$ cat src/sv/mrr_pkg.sv
// Shared types and arithmetic helpers for the Miller-Rabin round block.
// No dependencies; used by every other file in sv/ except mrr_checker.sv.
package mrr_pkg;

   // operand width of the modular arithmetic
   localparam int NUM_WIDTH = 32;
   // bit counter for one modular product
   localparam int CNT_W = $clog2(NUM_WIDTH);
   // count of trailing zeros of n-1
   localparam int S_W = $clog2(NUM_WIDTH);

   typedef logic [NUM_WIDTH-1:0] num_type;

   // which operands feed the modular multiplier, and where the product goes
   typedef enum logic [1:0] {
      MUL_RES_BASE,
      MUL_BASE_BASE,
      MUL_X_X
   } mul_sel_type;

   // controller to datapath
   typedef struct packed {
      logic        load;       // capture candidate and witness
      logic        init;       // d = n-1, s = 0, res = 1, base = a
      logic        split;      // d >>= 1, s++
      logic        take_x;     // x = res
      logic        step_sq;    // x = y, s--
      logic        mul_start;  // launch one modular product
      mul_sel_type mul_sel;
   } cmd_type;

   // datapath to controller
   typedef struct packed {
      logic n_le1;
      logic n_le3;
      logic n_even;
      logic a_bad;
      logic d_even;
      logic e_zero;
      logic e_lsb;
      logic mul_done;
      logic nontriv;   // x is a nontrivial square root of 1
      logic y_one;
      logic s_last;
   } sts_type;

   // (x + y) mod m for x, y < m
   function automatic num_type add_mod(num_type x, num_type y, num_type m);
      num_type room;
      room = m - y;
      return (x >= room) ? (x - room) : (x + y);
   endfunction

endpackage

$ cat src/sv/mrr_modmul.sv
// Bit-serial modular multiplier: one multiplier bit per cycle, MSB first.
// Depends on mrr_pkg.
module mrr_modmul (
   input  logic             clock,
   input  logic             reset,
   input  logic             start,
   input  mrr_pkg::num_type op_x,
   input  mrr_pkg::num_type op_y,
   input  mrr_pkg::num_type modulus,
   output logic             done,
   output mrr_pkg::num_type product
);

   mrr_pkg::num_type              acc_ff, acc_in;
   mrr_pkg::num_type              x_ff;
   mrr_pkg::num_type              y_ff;
   mrr_pkg::num_type              m_ff;
   logic [mrr_pkg::CNT_W-1:0]     cnt_ff;
   logic                          run_ff;
   logic                          done_ff;

   // double the accumulator, then add x when the multiplier bit is set
   always_comb begin
      acc_in = mrr_pkg::add_mod(acc_ff, acc_ff, m_ff);
      if (y_ff[mrr_pkg::NUM_WIDTH-1]) begin
         acc_in = mrr_pkg::add_mod(acc_in, x_ff, m_ff);
      end
   end

   // control: run flag and done pulse
   always_ff @(posedge clock) begin
      if (reset) begin
         run_ff  <= 1'b0;
         done_ff <= 1'b0;
      end else begin
         done_ff <= 1'b0;
         if (start) begin
            run_ff <= 1'b1;
         end else if (run_ff && cnt_ff == '0) begin
            run_ff  <= 1'b0;
            done_ff <= 1'b1;
         end
      end
   end

   // operands and accumulator
   always_ff @(posedge clock) begin
      if (start) begin
         acc_ff <= '0;
         x_ff   <= op_x;
         y_ff   <= op_y;
         m_ff   <= modulus;
         cnt_ff <= mrr_pkg::CNT_W'(mrr_pkg::NUM_WIDTH - 1);
      end else if (run_ff) begin
         acc_ff <= acc_in;
         y_ff   <= {y_ff[mrr_pkg::NUM_WIDTH-2:0], 1'b0};
         cnt_ff <= cnt_ff - mrr_pkg::CNT_W'(1);
      end
   end

   assign done    = done_ff;
   assign product = acc_ff;

endmodule

$ cat src/sv/mrr_dp.sv
// Datapath: operand registers, exponent split, and the shared modular multiplier.
// Depends on mrr_pkg and mrr_modmul.
module mrr_dp (
   input  logic                clock,
   input  logic                reset,
   input  logic [31:0]         candidate,
   input  logic [31:0]         witness,
   input  mrr_pkg::cmd_type    cmd,
   output mrr_pkg::sts_type    sts
);

   mrr_pkg::num_type          n_ff;
   mrr_pkg::num_type          a_ff;
   mrr_pkg::num_type          d_ff;
   mrr_pkg::num_type          res_ff;
   mrr_pkg::num_type          base_ff;
   mrr_pkg::num_type          x_ff;
   mrr_pkg::num_type          y_ff;
   logic [mrr_pkg::S_W-1:0]   s_ff;
   mrr_pkg::mul_sel_type      sel_ff;

   mrr_pkg::num_type          mul_x;
   mrr_pkg::num_type          mul_y;
   mrr_pkg::num_type          product;
   logic                      mul_done;

   // pick multiplier operands
   always_comb begin
      unique case (cmd.mul_sel)
         mrr_pkg::MUL_RES_BASE: begin
            mul_x = res_ff;
            mul_y = base_ff;
         end
         mrr_pkg::MUL_BASE_BASE: begin
            mul_x = base_ff;
            mul_y = base_ff;
         end
         default: begin
            mul_x = x_ff;
            mul_y = x_ff;
         end
      endcase
   end

   mrr_modmul u_modmul (
      .clock   (clock),
      .reset   (reset),
      .start   (cmd.mul_start),
      .op_x    (mul_x),
      .op_y    (mul_y),
      .modulus (n_ff),
      .done    (mul_done),
      .product (product)
   );

   // operand and working registers
   always_ff @(posedge clock) begin
      if (cmd.load) begin
         n_ff <= mrr_pkg::NUM_WIDTH'(candidate);
         a_ff <= mrr_pkg::NUM_WIDTH'(witness);
      end
      if (cmd.init) begin
         d_ff    <= n_ff - mrr_pkg::NUM_WIDTH'(1);
         s_ff    <= '0;
         res_ff  <= mrr_pkg::NUM_WIDTH'(1);
         base_ff <= a_ff;
      end
      if (cmd.split) begin
         d_ff <= d_ff >> 1;
         s_ff <= s_ff + mrr_pkg::S_W'(1);
      end
      if (cmd.take_x) begin
         x_ff <= res_ff;
      end
      if (cmd.step_sq) begin
         x_ff <= y_ff;
         s_ff <= s_ff - mrr_pkg::S_W'(1);
      end
      if (cmd.mul_start) begin
         sel_ff <= cmd.mul_sel;
      end
      // write back the finished product; a base squaring also shifts the exponent right
      if (mul_done) begin
         unique case (sel_ff)
            mrr_pkg::MUL_RES_BASE: res_ff <= product;
            mrr_pkg::MUL_BASE_BASE: begin
               base_ff <= product;
               d_ff    <= d_ff >> 1;
            end
            default: y_ff <= product;
         endcase
      end
   end

   // status toward the controller
   always_comb begin
      sts.n_le1    = n_ff <= mrr_pkg::NUM_WIDTH'(1);
      sts.n_le3    = n_ff <= mrr_pkg::NUM_WIDTH'(3);
      sts.n_even   = ~n_ff[0];
      sts.a_bad    = (a_ff < mrr_pkg::NUM_WIDTH'(2)) || (a_ff > n_ff - mrr_pkg::NUM_WIDTH'(2));
      sts.d_even   = ~d_ff[0];
      sts.e_zero   = d_ff == '0;
      sts.e_lsb    = d_ff[0];
      sts.mul_done = mul_done;
      sts.nontriv  = (x_ff != mrr_pkg::NUM_WIDTH'(1)) && (y_ff == mrr_pkg::NUM_WIDTH'(1))
                     && (x_ff != n_ff - mrr_pkg::NUM_WIDTH'(1));
      sts.y_one    = y_ff == mrr_pkg::NUM_WIDTH'(1);
      sts.s_last   = s_ff == mrr_pkg::S_W'(1);
   end

endmodule

$ cat src/sv/mrr_ctrl.sv
// Controller: sequences classification, exponent split, powering and squaring,
// and holds the result register. Depends on mrr_pkg.
module mrr_ctrl (
   input  logic             clock,
   input  logic             reset,
   input  logic             req_tvalid,
   output logic             req_tready,
   output logic             rsp_tvalid,
   input  logic             rsp_tready,
   output logic             verdict,
   output logic             bad_witness,
   output mrr_pkg::cmd_type cmd,
   input  mrr_pkg::sts_type sts
);

   typedef enum logic [3:0] {
      ST_IDLE,
      ST_CLASSIFY,
      ST_SPLIT,
      ST_POW_CHK,
      ST_POW_MUL,
      ST_POW_SQR,
      ST_SQ_GO,
      ST_SQ_MUL,
      ST_SQ_CHK,
      ST_DONE
   } state_type;

   state_type state_ff, state_in;
   logic      pend_v_ff, pend_v_in;
   logic      pend_b_ff, pend_b_in;
   logic      out_v_ff;
   logic      out_b_ff;
   logic      rsp_valid_ff;
   logic      out_free;

   assign req_tready = state_ff == ST_IDLE;
   assign out_free   = ~rsp_valid_ff | rsp_tready;

   // next state and datapath commands
   always_comb begin
      state_in  = state_ff;
      pend_v_in = pend_v_ff;
      pend_b_in = pend_b_ff;
      cmd       = '0;
      cmd.mul_sel = mrr_pkg::MUL_X_X;
      unique case (state_ff)
         ST_IDLE: begin
            if (req_tvalid) begin
               cmd.load = 1'b1;
               state_in = ST_CLASSIFY;
            end
         end
         ST_CLASSIFY: begin
            pend_b_in = 1'b0;
            state_in  = ST_DONE;
            priority if (sts.n_le1) begin
               pend_v_in = 1'b0;
            end else if (sts.n_le3) begin
               pend_v_in = 1'b1;
            end else if (sts.n_even) begin
               pend_v_in = 1'b0;
            end else if (sts.a_bad) begin
               pend_v_in = 1'b0;
               pend_b_in = 1'b1;
            end else begin
               cmd.init = 1'b1;
               state_in = ST_SPLIT;
            end
         end
         ST_SPLIT: begin
            if (sts.d_even) begin
               cmd.split = 1'b1;
            end else begin
               state_in = ST_POW_CHK;
            end
         end
         ST_POW_CHK: begin
            priority if (sts.e_zero) begin
               cmd.take_x = 1'b1;
               state_in   = ST_SQ_GO;
            end else if (sts.e_lsb) begin
               cmd.mul_start = 1'b1;
               cmd.mul_sel   = mrr_pkg::MUL_RES_BASE;
               state_in      = ST_POW_MUL;
            end else begin
               cmd.mul_start = 1'b1;
               cmd.mul_sel   = mrr_pkg::MUL_BASE_BASE;
               state_in      = ST_POW_SQR;
            end
         end
         ST_POW_MUL: begin
            if (sts.mul_done) begin
               cmd.mul_start = 1'b1;
               cmd.mul_sel   = mrr_pkg::MUL_BASE_BASE;
               state_in      = ST_POW_SQR;
            end
         end
         ST_POW_SQR: begin
            if (sts.mul_done) begin
               state_in = ST_POW_CHK;
            end
         end
         ST_SQ_GO: begin
            cmd.mul_start = 1'b1;
            cmd.mul_sel   = mrr_pkg::MUL_X_X;
            state_in      = ST_SQ_MUL;
         end
         ST_SQ_MUL: begin
            if (sts.mul_done) begin
               state_in = ST_SQ_CHK;
            end
         end
         ST_SQ_CHK: begin
            pend_b_in = 1'b0;
            priority if (sts.nontriv) begin
               pend_v_in = 1'b0;
               state_in  = ST_DONE;
            end else if (sts.s_last) begin
               pend_v_in = sts.y_one;
               state_in  = ST_DONE;
            end else begin
               cmd.step_sq = 1'b1;
               state_in    = ST_SQ_GO;
            end
         end
         ST_DONE: begin
            if (out_free) begin
               state_in = ST_IDLE;
            end
         end
         default: state_in = ST_IDLE;
      endcase
   end

   // state, pending verdict and result register
   always_ff @(posedge clock) begin
      if (reset) begin
         state_ff     <= ST_IDLE;
         rsp_valid_ff <= 1'b0;
      end else begin
         state_ff <= state_in;
         if (state_ff == ST_DONE && out_free) begin
            rsp_valid_ff <= 1'b1;
         end else if (rsp_tready) begin
            rsp_valid_ff <= 1'b0;
         end
      end
      pend_v_ff <= pend_v_in;
      pend_b_ff <= pend_b_in;
      if (state_ff == ST_DONE && out_free) begin
         out_v_ff <= pend_v_ff;
         out_b_ff <= pend_b_ff;
      end
   end

   assign rsp_tvalid  = rsp_valid_ff;
   assign verdict     = out_v_ff;
   assign bad_witness = out_b_ff;

endmodule

$ cat src/sv/miller_rabin_round.sv
// Small, even and bad-witness cases go from CLASSIFY straight to DONE and the result register;
// a full round runs its modular products one after another in the shared multiplier
// (one bit per cycle), for the powering and the squaring of a 32-bit candidate.
// Throughput: one item at a time; the next transaction is taken once the result is queued.
// Reset: synchronous, active high; clears the controller and the result valid flag.
module miller_rabin_round (
   input  logic        clock,
   input  logic        reset,
   input  logic        req_tvalid,
   output logic        req_tready,
   input  logic [63:0] req_tdata,   // [31:0] candidate, [63:32] witness
   output logic        rsp_tvalid,
   input  logic        rsp_tready,
   output logic [7:0]  rsp_tdata    // [0] verdict, [1] bad_witness, [7:2] zero
);

   mrr_pkg::cmd_type cmd;
   mrr_pkg::sts_type sts;
   logic             verdict;
   logic             bad_witness;

   mrr_ctrl u_ctrl (
      .clock       (clock),
      .reset       (reset),
      .req_tvalid  (req_tvalid),
      .req_tready  (req_tready),
      .rsp_tvalid  (rsp_tvalid),
      .rsp_tready  (rsp_tready),
      .verdict     (verdict),
      .bad_witness (bad_witness),
      .cmd         (cmd),
      .sts         (sts)
   );

   mrr_dp u_dp (
      .clock     (clock),
      .reset     (reset),
      .candidate (req_tdata[31:0]),
      .witness   (req_tdata[63:32]),
      .cmd       (cmd),
      .sts       (sts)
   );

   assign rsp_tdata = {6'b0, bad_witness, verdict};

endmodule

$ cat config.mk
export PLATFORM = sky130hd
export DESIGN_NAME = miller_rabin_round
export DESIGN_NICKNAME = d
export VERILOG_FILES = /design/src/sv/mrr_pkg.sv /design/src/sv/mrr_modmul.sv /design/src/sv/mrr_dp.sv /design/src/sv/mrr_ctrl.sv /design/src/sv/miller_rabin_round.sv
export SDC_FILE = /design/constraint.sdc
export NUM_CORES = 1
export LEC_CHECK = 0
export ABC_AREA = 1
export ABC_CLOCK_PERIOD_IN_PS = 10700
export BUFFER_PORTS_ARGS = -buffer_cell sky130_fd_sc_hd__buf_2
export CAP_MARGIN = 20
export CELL_PAD_IN_SITES_DETAIL_PLACEMENT = 1
export CELL_PAD_IN_SITES_GLOBAL_PLACEMENT = 2
export CORE_UTILIZATION = 41
export DETAILED_ROUTE_END_ITERATION = 10
export MAX_ROUTING_LAYER = met4
export PLACE_DENSITY = 0.84
export SLEW_MARGIN = 20
export SYNTH_ARGS = -nofsm -noshare
export SYNTH_HDL_FRONTEND = slang
export SYNTH_SLANG_ARGS = --single-unit
export TNS_END_PERCENT = 10
$ cat constraint.sdc
create_clock -name clock -period 10.7 [get_ports clock]
set_clock_uncertainty 0.05 [all_clocks]
set_input_delay 3.21 -clock clock [delete_from_list [all_inputs] [get_ports clock]]
set_output_delay 3.21 -clock clock [all_outputs]
set_load 0.02 [all_outputs]
==> flow_summary.yaml, run 1 <==
setup_path:
  crit_path_frequent_cell: "nand2_1"
  arrival_ns: 9.81
  max_stage_delay_ns: 0.74
  worstPathMaxFanout: 58
  crit_path_start_kind: "register"
  cp_data_required_time_ns: 11.17
  critPathCaptureType: "register"
  crit_slowest_cell: "a21oi_4"
  crit_type: "reg2reg"
  r2r_slack_ns: 1.36
detailed_routing:
  vias: 26200
  firstDrtPassIters: 5
  drt_iter0_markers: 2069
  ant_nets: 0
  wl_per_cell_um: 23.5
  vias_per_cell: 5.67
  drc_errors: 0
  wirelength_um: 109000
floorplan:
  start_util_pct: 41.4
  boundaryPins: 78
  dieWidth_um: 259
  rows: 94
  coreArea_mm2: 0.0656
  die_y_um: 259
  die_area_mm2: 0.0673
layout:
  fillCellCount: 8221
  drive_above_1_share_pct: 6.43
  syn_to_final_growth_pct: 10.0
  finalCoreUtilization_pct: 45.6
  layout.nets: 3984
clock_network:
  clk_pin_slew_ns: 0.06
  clock-root-buffer: "clkbuf_16"
  post_cts_resized: 0
  cts_setup_buffers: 0
  cts.htree.levels: 2
  cts.sinks: 375
  worstSkewPairLatency_ns: 0.61
  cts_inserted_buffers: 47
  clk_path_buf_depth: 3
  cts_hold_buf: 0
  cts_tree: "built"
synthesis:
  synthesis.area_mm2: 0.0272
  synth_seq_area_share_pct: 36.3
  synth-edff-count: 235
  syn_inst: 3683
  ys_ff_latch: 375
  synth_area_per_cell_um2: 7.38
  synth_cell_types: 63
  yosysWarnings: 0
  async_reset_ff_share_pct: 0
  synth-main-ff-cell: "edfxtp_1"
grt:
  grt_usage_pct: 32.7
  grt_pass1_wl_um: 162000
  grt_overflow: 0
  antenna_found_initial: 0
  grt_pass1_vias: 26800
  grt_max_degree: 81
outcome:
  status: "finished clean"
timing:
  worst_pin_slew_ns: 1.21
  max_slew_margin_pct: 19.0
  final.setup.tns_ns: 0
  setup_viol_count_final: 0
  hold_viol_final: 0
  fin_hold_ws_ns: 0.377
  final-max-slew-violation-count: 0
  period_needed_ns: 9.34
  max_freq_mhz: 107
  rsz0062_at_grt: "no"
  fin_crit_sh_pct: 87.3
pwr:
  total_power_mw: 11.2
  leakagePower_nw: 13.5
  power.density_mw_per_mm2: 374
  peakVddDrop_mv: 0.164
place:
  place_congestion: 1.06
  hpwl_um: 87000
  portBuffers: 71
min_path:
  hp-class: "reg2reg"
run:
  max_cap_violations: 0
## synthesized netlist by cell type (all sizes together), types with 3 or more instances
master	count	area, um^2
o22ai	9	56.3
and2	5	31.3
nand4	46	288
xor2	132	1160
a21o	10	75.1
ha	186	2330
a21oi	268	1360
nand2	938	3600
nor2	332	1270
buf	27	210
o221ai	3	26.3
xnor2	54	473
nand3b	17	128
o21ai	245	1230
clkbuf	77	289
a31oi	79	494
nor4	33	206
edfxtp	235	7060
fa	3	60.1
o21bai	12	90.1
a22oi	34	255
o211ai	6	50.1
inv	442	1660
a211oi	10	75.1
o31ai	3	22.5
dfxtp	140	2800
nor3	49	250
o21a	10	75.1
or2	12	75.1
nand3	236	1250
a21boi	12	90.1
## power by group
group | internal, mW | switching (mW)
registers | 1.98 | 0.395
clock network | 0.958 | 0.688
logic | 2.22 | 4.95
total | 5.16 | 6.03
## metrics by stage
step                setup WS (ns)  cells  cell area (um^2)
global route                0.699   4628             29900
CTS                          1.48   4628             29900
floorplan                    3.85   3688             27200
finish                       1.36   4629             29900
detailed placement           1.55   4542             28300
global placement             1.71   4542             28300
## routing by layer
metal | GRT usage [%] | part of all wire, %
met2 | 54.0 | 47
met5 | - | 0
met4 | 11.5 | 3.8
met1 | 41.8 | 44
met3 | 2.80 | 4.4
## logic make-up after synthesis
kind of cell / count (synthesis) / synth area share, %
other: 1 / 0.0138
AO/OA/AOI/OAI: 711 / 14.7
buffers and inverters: 548 / 7.97
flip-flops: 375 / 36.3
adder cells (fa/ha/maj): 189 / 8.78
XOR/XNOR: 186 / 5.99
AND/OR/NAND/NOR: 1673 / 26.3
## state kept, by name (all words and copies together) (netlist names), 5 cells and up
signal,count
u_dp.y_ff,32
u_dp.a_ff,32
u_dp.u_modmul.y_ff,32
u_dp.n_ff,32
u_dp.base_ff,32
u_dp.x_ff,32
u_dp.u_modmul.x_ff,32
u_dp.u_modmul.m_ff,32
u_dp.d_ff,32
u_dp.u_modmul.product,32
u_dp.u_modmul.cnt_ff,5
u_dp.s_ff,5
u_dp.res_ff,32
## worst max-delay path, delay by kind of cell (launching register included)
| family | cells | cell delay (ns) |
|---|---|---|
| AOI/OAI and AO/OA | 15 | 4.67 |
| and+or+nand+nor | 16 | 2.18 |
| adders and majority gates | 3 | 1.26 |
| buffers and inverters | 3 | 0.51 |
| DFF | 1 | 0.42 |
| xor gates and xnor gates | 1 | 0.13 |
## cells in the final DEF (no fill, tap or decap), types with 11 or more instances in the layout
| master | Yosys | routed |
|---|---|---|
| nand2_1 | 916 | 914 |
| inv_1 | 437 | 436 |
| nor2_1 | 324 | 323 |
| a21oi_1 | 265 | 264 |
| o21ai_0 | 240 | 240 |
| edfxtp_1 | 235 | 235 |
| nand3_1 | 224 | 223 |
| ha_1 | 186 | 186 |
| dfxtp_1 | 140 | 140 |
| xor2_1 | 132 | 132 |
| a31oi_1 | 79 | 79 |
| buf_2 | 6 | 71 |
| xnor2_1 | 54 | 54 |
| clkbuf_16 | 0 | 47 |
| nor3_1 | 48 | 46 |
| nand4_1 | 46 | 46 |
| a22oi_1 | 34 | 34 |
| nor4_1 | 33 | 32 |
| buf_4 | 10 | 23 |
| nand2_2 | 18 | 20 |
| nand3b_1 | 17 | 17 |
| nand3_2 | 11 | 12 |
| o21bai_1 | 12 | 12 |
| or2_2 | 12 | 12 |
| a21boi_0 | 11 | 11 |
| clkbuf_1 | 77 | 11 |
## cell type report
cell class              instances  area, um^2  share of cell area (%)
diodes                          1        2.50                 0.00837
clock buffers                  61        1260                    4.21
clock inverters                25         294                   0.983
inverters                     444        1670                    5.58
multi-input cells            2765       15200                    50.9
flip-flops and latches        375        9860                    33.0
well taps                     864        1080                    3.62
repair buffers                 94         528                    1.77
## path summary, 6_finish.rpt
path,start,end,cells past startpoint
min reg2reg,u_ctrl.pend_b_ff,u_ctrl.bad_witness,0
min,u_ctrl.pend_b_ff,u_ctrl.bad_witness,0
max,u_dp.u_modmul.product[1],u_dp.u_modmul.product[5],38
max reg2reg,u_dp.u_modmul.product[1],u_dp.u_modmul.product[5],38
(Power assumes the default switching activity.)
==> run 2: changes to the inputs <==
--- a/config.mk
+++ b/config.mk
@@ -5,13 +5,12 @@
 export SDC_FILE = /design/constraint.sdc
 export NUM_CORES = 1
 export LEC_CHECK = 0
-export ABC_AREA = 1
 export ABC_CLOCK_PERIOD_IN_PS = 10700
 export BUFFER_PORTS_ARGS = -buffer_cell sky130_fd_sc_hd__buf_2
 export CAP_MARGIN = 20
 export CELL_PAD_IN_SITES_DETAIL_PLACEMENT = 1
 export CELL_PAD_IN_SITES_GLOBAL_PLACEMENT = 2
-export CORE_UTILIZATION = 41
+export CORE_UTILIZATION = 44
 export DETAILED_ROUTE_END_ITERATION = 10
 export MAX_ROUTING_LAYER = met4
 export PLACE_DENSITY = 0.84
==> flow_summary.yaml, run 2 <==
layout:
  layout.nets: 3137
  fillCellCount: 6689
  fin_area_mm2: 0.0286
  ff_latch_area_mm2: 0.00986
  layout_common_cells: "nand2_1, edfxtp_1, nor2_1"
  final_common_cell: "nand2_1"
  drive_above_1_share_pct: 9.91
  num_antenna_cells: 0
  syn_to_final_growth_pct: 9.77
  multi_input_area_mm2: 0.0153
grt:
  grt_usage_pct: 31.7
  antenna_found_initial: 0
  grt_max_degree: 99
  grt_pass1_wl_um: 140000
  grt_overflow: 0
  grt_pass1_vias: 22700
place:
  placed_cell_area_mm2: 0.0272
  portBuffers: 71
  place_congestion: 0.970
  hpwl_um: 73400
  place_ws_ns: 0.421
floorplan:
  boundaryPins: 78
  die_y_um: 245
  coreArea_mm2: 0.0581
  start_util_pct: 44.8
  rows: 88
  die_area_mm2: 0.0602
  dieWidth_um: 245
timing:
  final-max-slew-violation-count: 0
  setup_viol_count_final: 0
  period_needed_ns: 9.86
  max_freq_mhz: 101
  layout_setup_ws_ns: 0.836
  fin_crit_sh_pct: 92.2
  max_slew_margin_pct: 29.5
  final.setup.tns_ns: 0
  rsz0062_at_grt: "no"
  hold_viol_final: 0
  worst_pin_slew_ns: 1.06
detailed_routing:
  vias_per_cell: 6.12
  ant_nets: 0
  wirelength_um: 93300
  wl_per_cell_um: 25.3
  drc_errors: 0
  firstDrtPassIters: 5
  drt_iter0_markers: 1770
  vias: 22500
setup_path:
  r2r_end: "u_dp.u_modmul.product[24]"
  max_stage_delay_ns: 0.51
  r2r_slack_ns: 0.84
  worstPathMaxFanout: 32
  crit_type: "reg2reg"
  crit_path_start_kind: "register"
  cp_data_required_time_ns: 11.09
  arrival_ns: 10.25
  rr_startpoint: "u_dp.u_modmul.m_ff[1]"
  critPathCaptureType: "register"
  crit_path_frequent_cell: "o21ai_0"
  r2r_cells: 38
  crit_slowest_cell: "edfxtp_1"
synthesis:
  yosys.area.top_type: "edfxtp_1"
  synthesis.area_mm2: 0.0261
  synth_seq_area_share_pct: 37.8
  synth-main-ff-cell: "edfxtp_1"
  synth_top_cells_by_count: "nand2_1, edfxtp_1, nor2_1, a21oi_1, ha_1"
  synth-edff-count: 235
  syn_inst: 2838
  synth_cell_types: 102
  yosysMostFrequentCell: "nand2_1"
  async_reset_ff_share_pct: 0
  synth_area_per_cell_um2: 9.19
  synth.top_cells.by_area: "edfxtp_1, dfxtp_1, ha_1"
  ys_ff_latch: 375
  synth_top_area_share_pct: 27.1
  yosysWarnings: 0
outcome:
  status: "finished clean"
run:
  max_cap_violations: 0
clock_network:
  cts_tree: "built"
  cts.htree.levels: 2
  clk_path_buf_depth: 3
  clk_pin_slew_ns: 0.06
  cts_hold_buf: 0
  cts.sinks: 375
  cts_inserted_buffers: 43
  worstSkewPairLatency_ns: 0.59
  clock-root-buffer: "clkbuf_16"
min_path:
  hp-start: "u_ctrl.pend_b_ff"
  hp-class: "reg2reg"
  min_to: "u_ctrl.bad_witness"
  holdPathStages: 0
## run 2: cell types whose count changed in the layout (fill, tap and decap cells not counted), moves of 34 or more
cell / previous run / this run
a21o_1: 10 / 59
a21oi_1: 264 / 187
mux2i_1: 0 / 104
xnor2_1: 54 / 144
o22ai_1: 9 / 48
nor2_1: 323 / 198
mux2_2: 0 / 34
xor2_1: 132 / 94
nand2_1: 914 / 285
o21ai_0: 240 / 177
inv_1: 436 / 127
nand3_1: 223 / 44
## run 2: worst max-delay path: cells and delay by family (launching register included)
| family | cells | cell delay (ns) |
|---|---|---|
| xor+xnor | 2 | 0.41 |
| simple gates | 5 | 1.23 |
| buf+inv | 1 | 0.39 |
| fa+ha+maj | 5 | 1.39 |
| flops | 1 | 0.51 |
| compound gates | 25 | 5.70 |
## run 2: timing repair
item | in CTS | in global routing
endpoints found under the setup margin | 0 | 29
buffers inserted | 0 | 2
gates resized for setup | 0 | 6
## run 2: worst max path at each step
stage | slack (ns) | to | start
final | 0.84 | u_dp.u_modmul.product[24] | u_dp.u_modmul.m_ff[1]
after global routing | 0.04 | u_dp.u_modmul.product[9] | u_dp.u_modmul.product[0]
after CTS | 0.35 | u_dp.u_modmul.product[27] | u_dp.u_modmul.product[0]
after detailed placement | 0.42 | u_dp.u_modmul.product[27] | u_dp.u_modmul.product[0]
after global placement | 0.66 | u_dp.u_modmul.product[23] | u_dp.u_modmul.m_ff[0]
after floorplan | 1.51 | u_dp.u_modmul.product[2] | u_dp.u_modmul.product[0]
## run 2: layout make-up
type	count	share of cell area (%)
Clock buffer	61	4.10
Clock inverter	19	0.616
Inverter	131	1.74
Multi-Input combinational cell	2217	53.4
Sequential cell	375	34.4
Tap cell	765	3.34
Timing Repair Buffer	112	2.40
## run 2: metrics by stage
| step | utilization (%) | cells | hold slack (ns) |
|---|---|---|---|
| 3_3_place_gp | 46.8 | 3598 | 0.362 |
| 2_1_floorplan | - | 2843 | 0.350 |
| 3_5_place_dp | 46.8 | 3598 | 0.371 |
| 6_report | 49.2 | 3680 | 0.392 |
| 5_1_grt | 49.2 | 3680 | 0.400 |
| 4_1_cts | 49.1 | 3678 | 0.389 |
## run 2: logic make-up (layout without fill, tap and decap cells)
logic type	after synthesis	count (layout)	synth area share, %
xor gates and xnor gates	238	238	7.99
other	1	6	0.0144
buffers and inverters	251	323	3.89
DFF	375	375	37.8
AOI/OAI and AO/OA	760	760	19.0
adders and majority gates	197	197	9.47
muxes	138	138	5.46
and+or+nand+nor	878	878	16.4
## run 2: metal layers
layer / vias up / track usage, % / wire length (um) / share of wire (%)
met5: - / - / 0 / 0
met4: 0 / 11.6 / 3540 / 3.8
met3: 148 / 3.46 / 4740 / 5.1
met2: 662 / 48.3 / 41100 / 44
met1: 11200 / 43.5 / 43900 / 47
li1: 10500 / - / - / -
Power of run 2 is left out: the tool's default activity adds up to more than one toggle a clock period on the data nets, which glitch-free logic cannot reach.
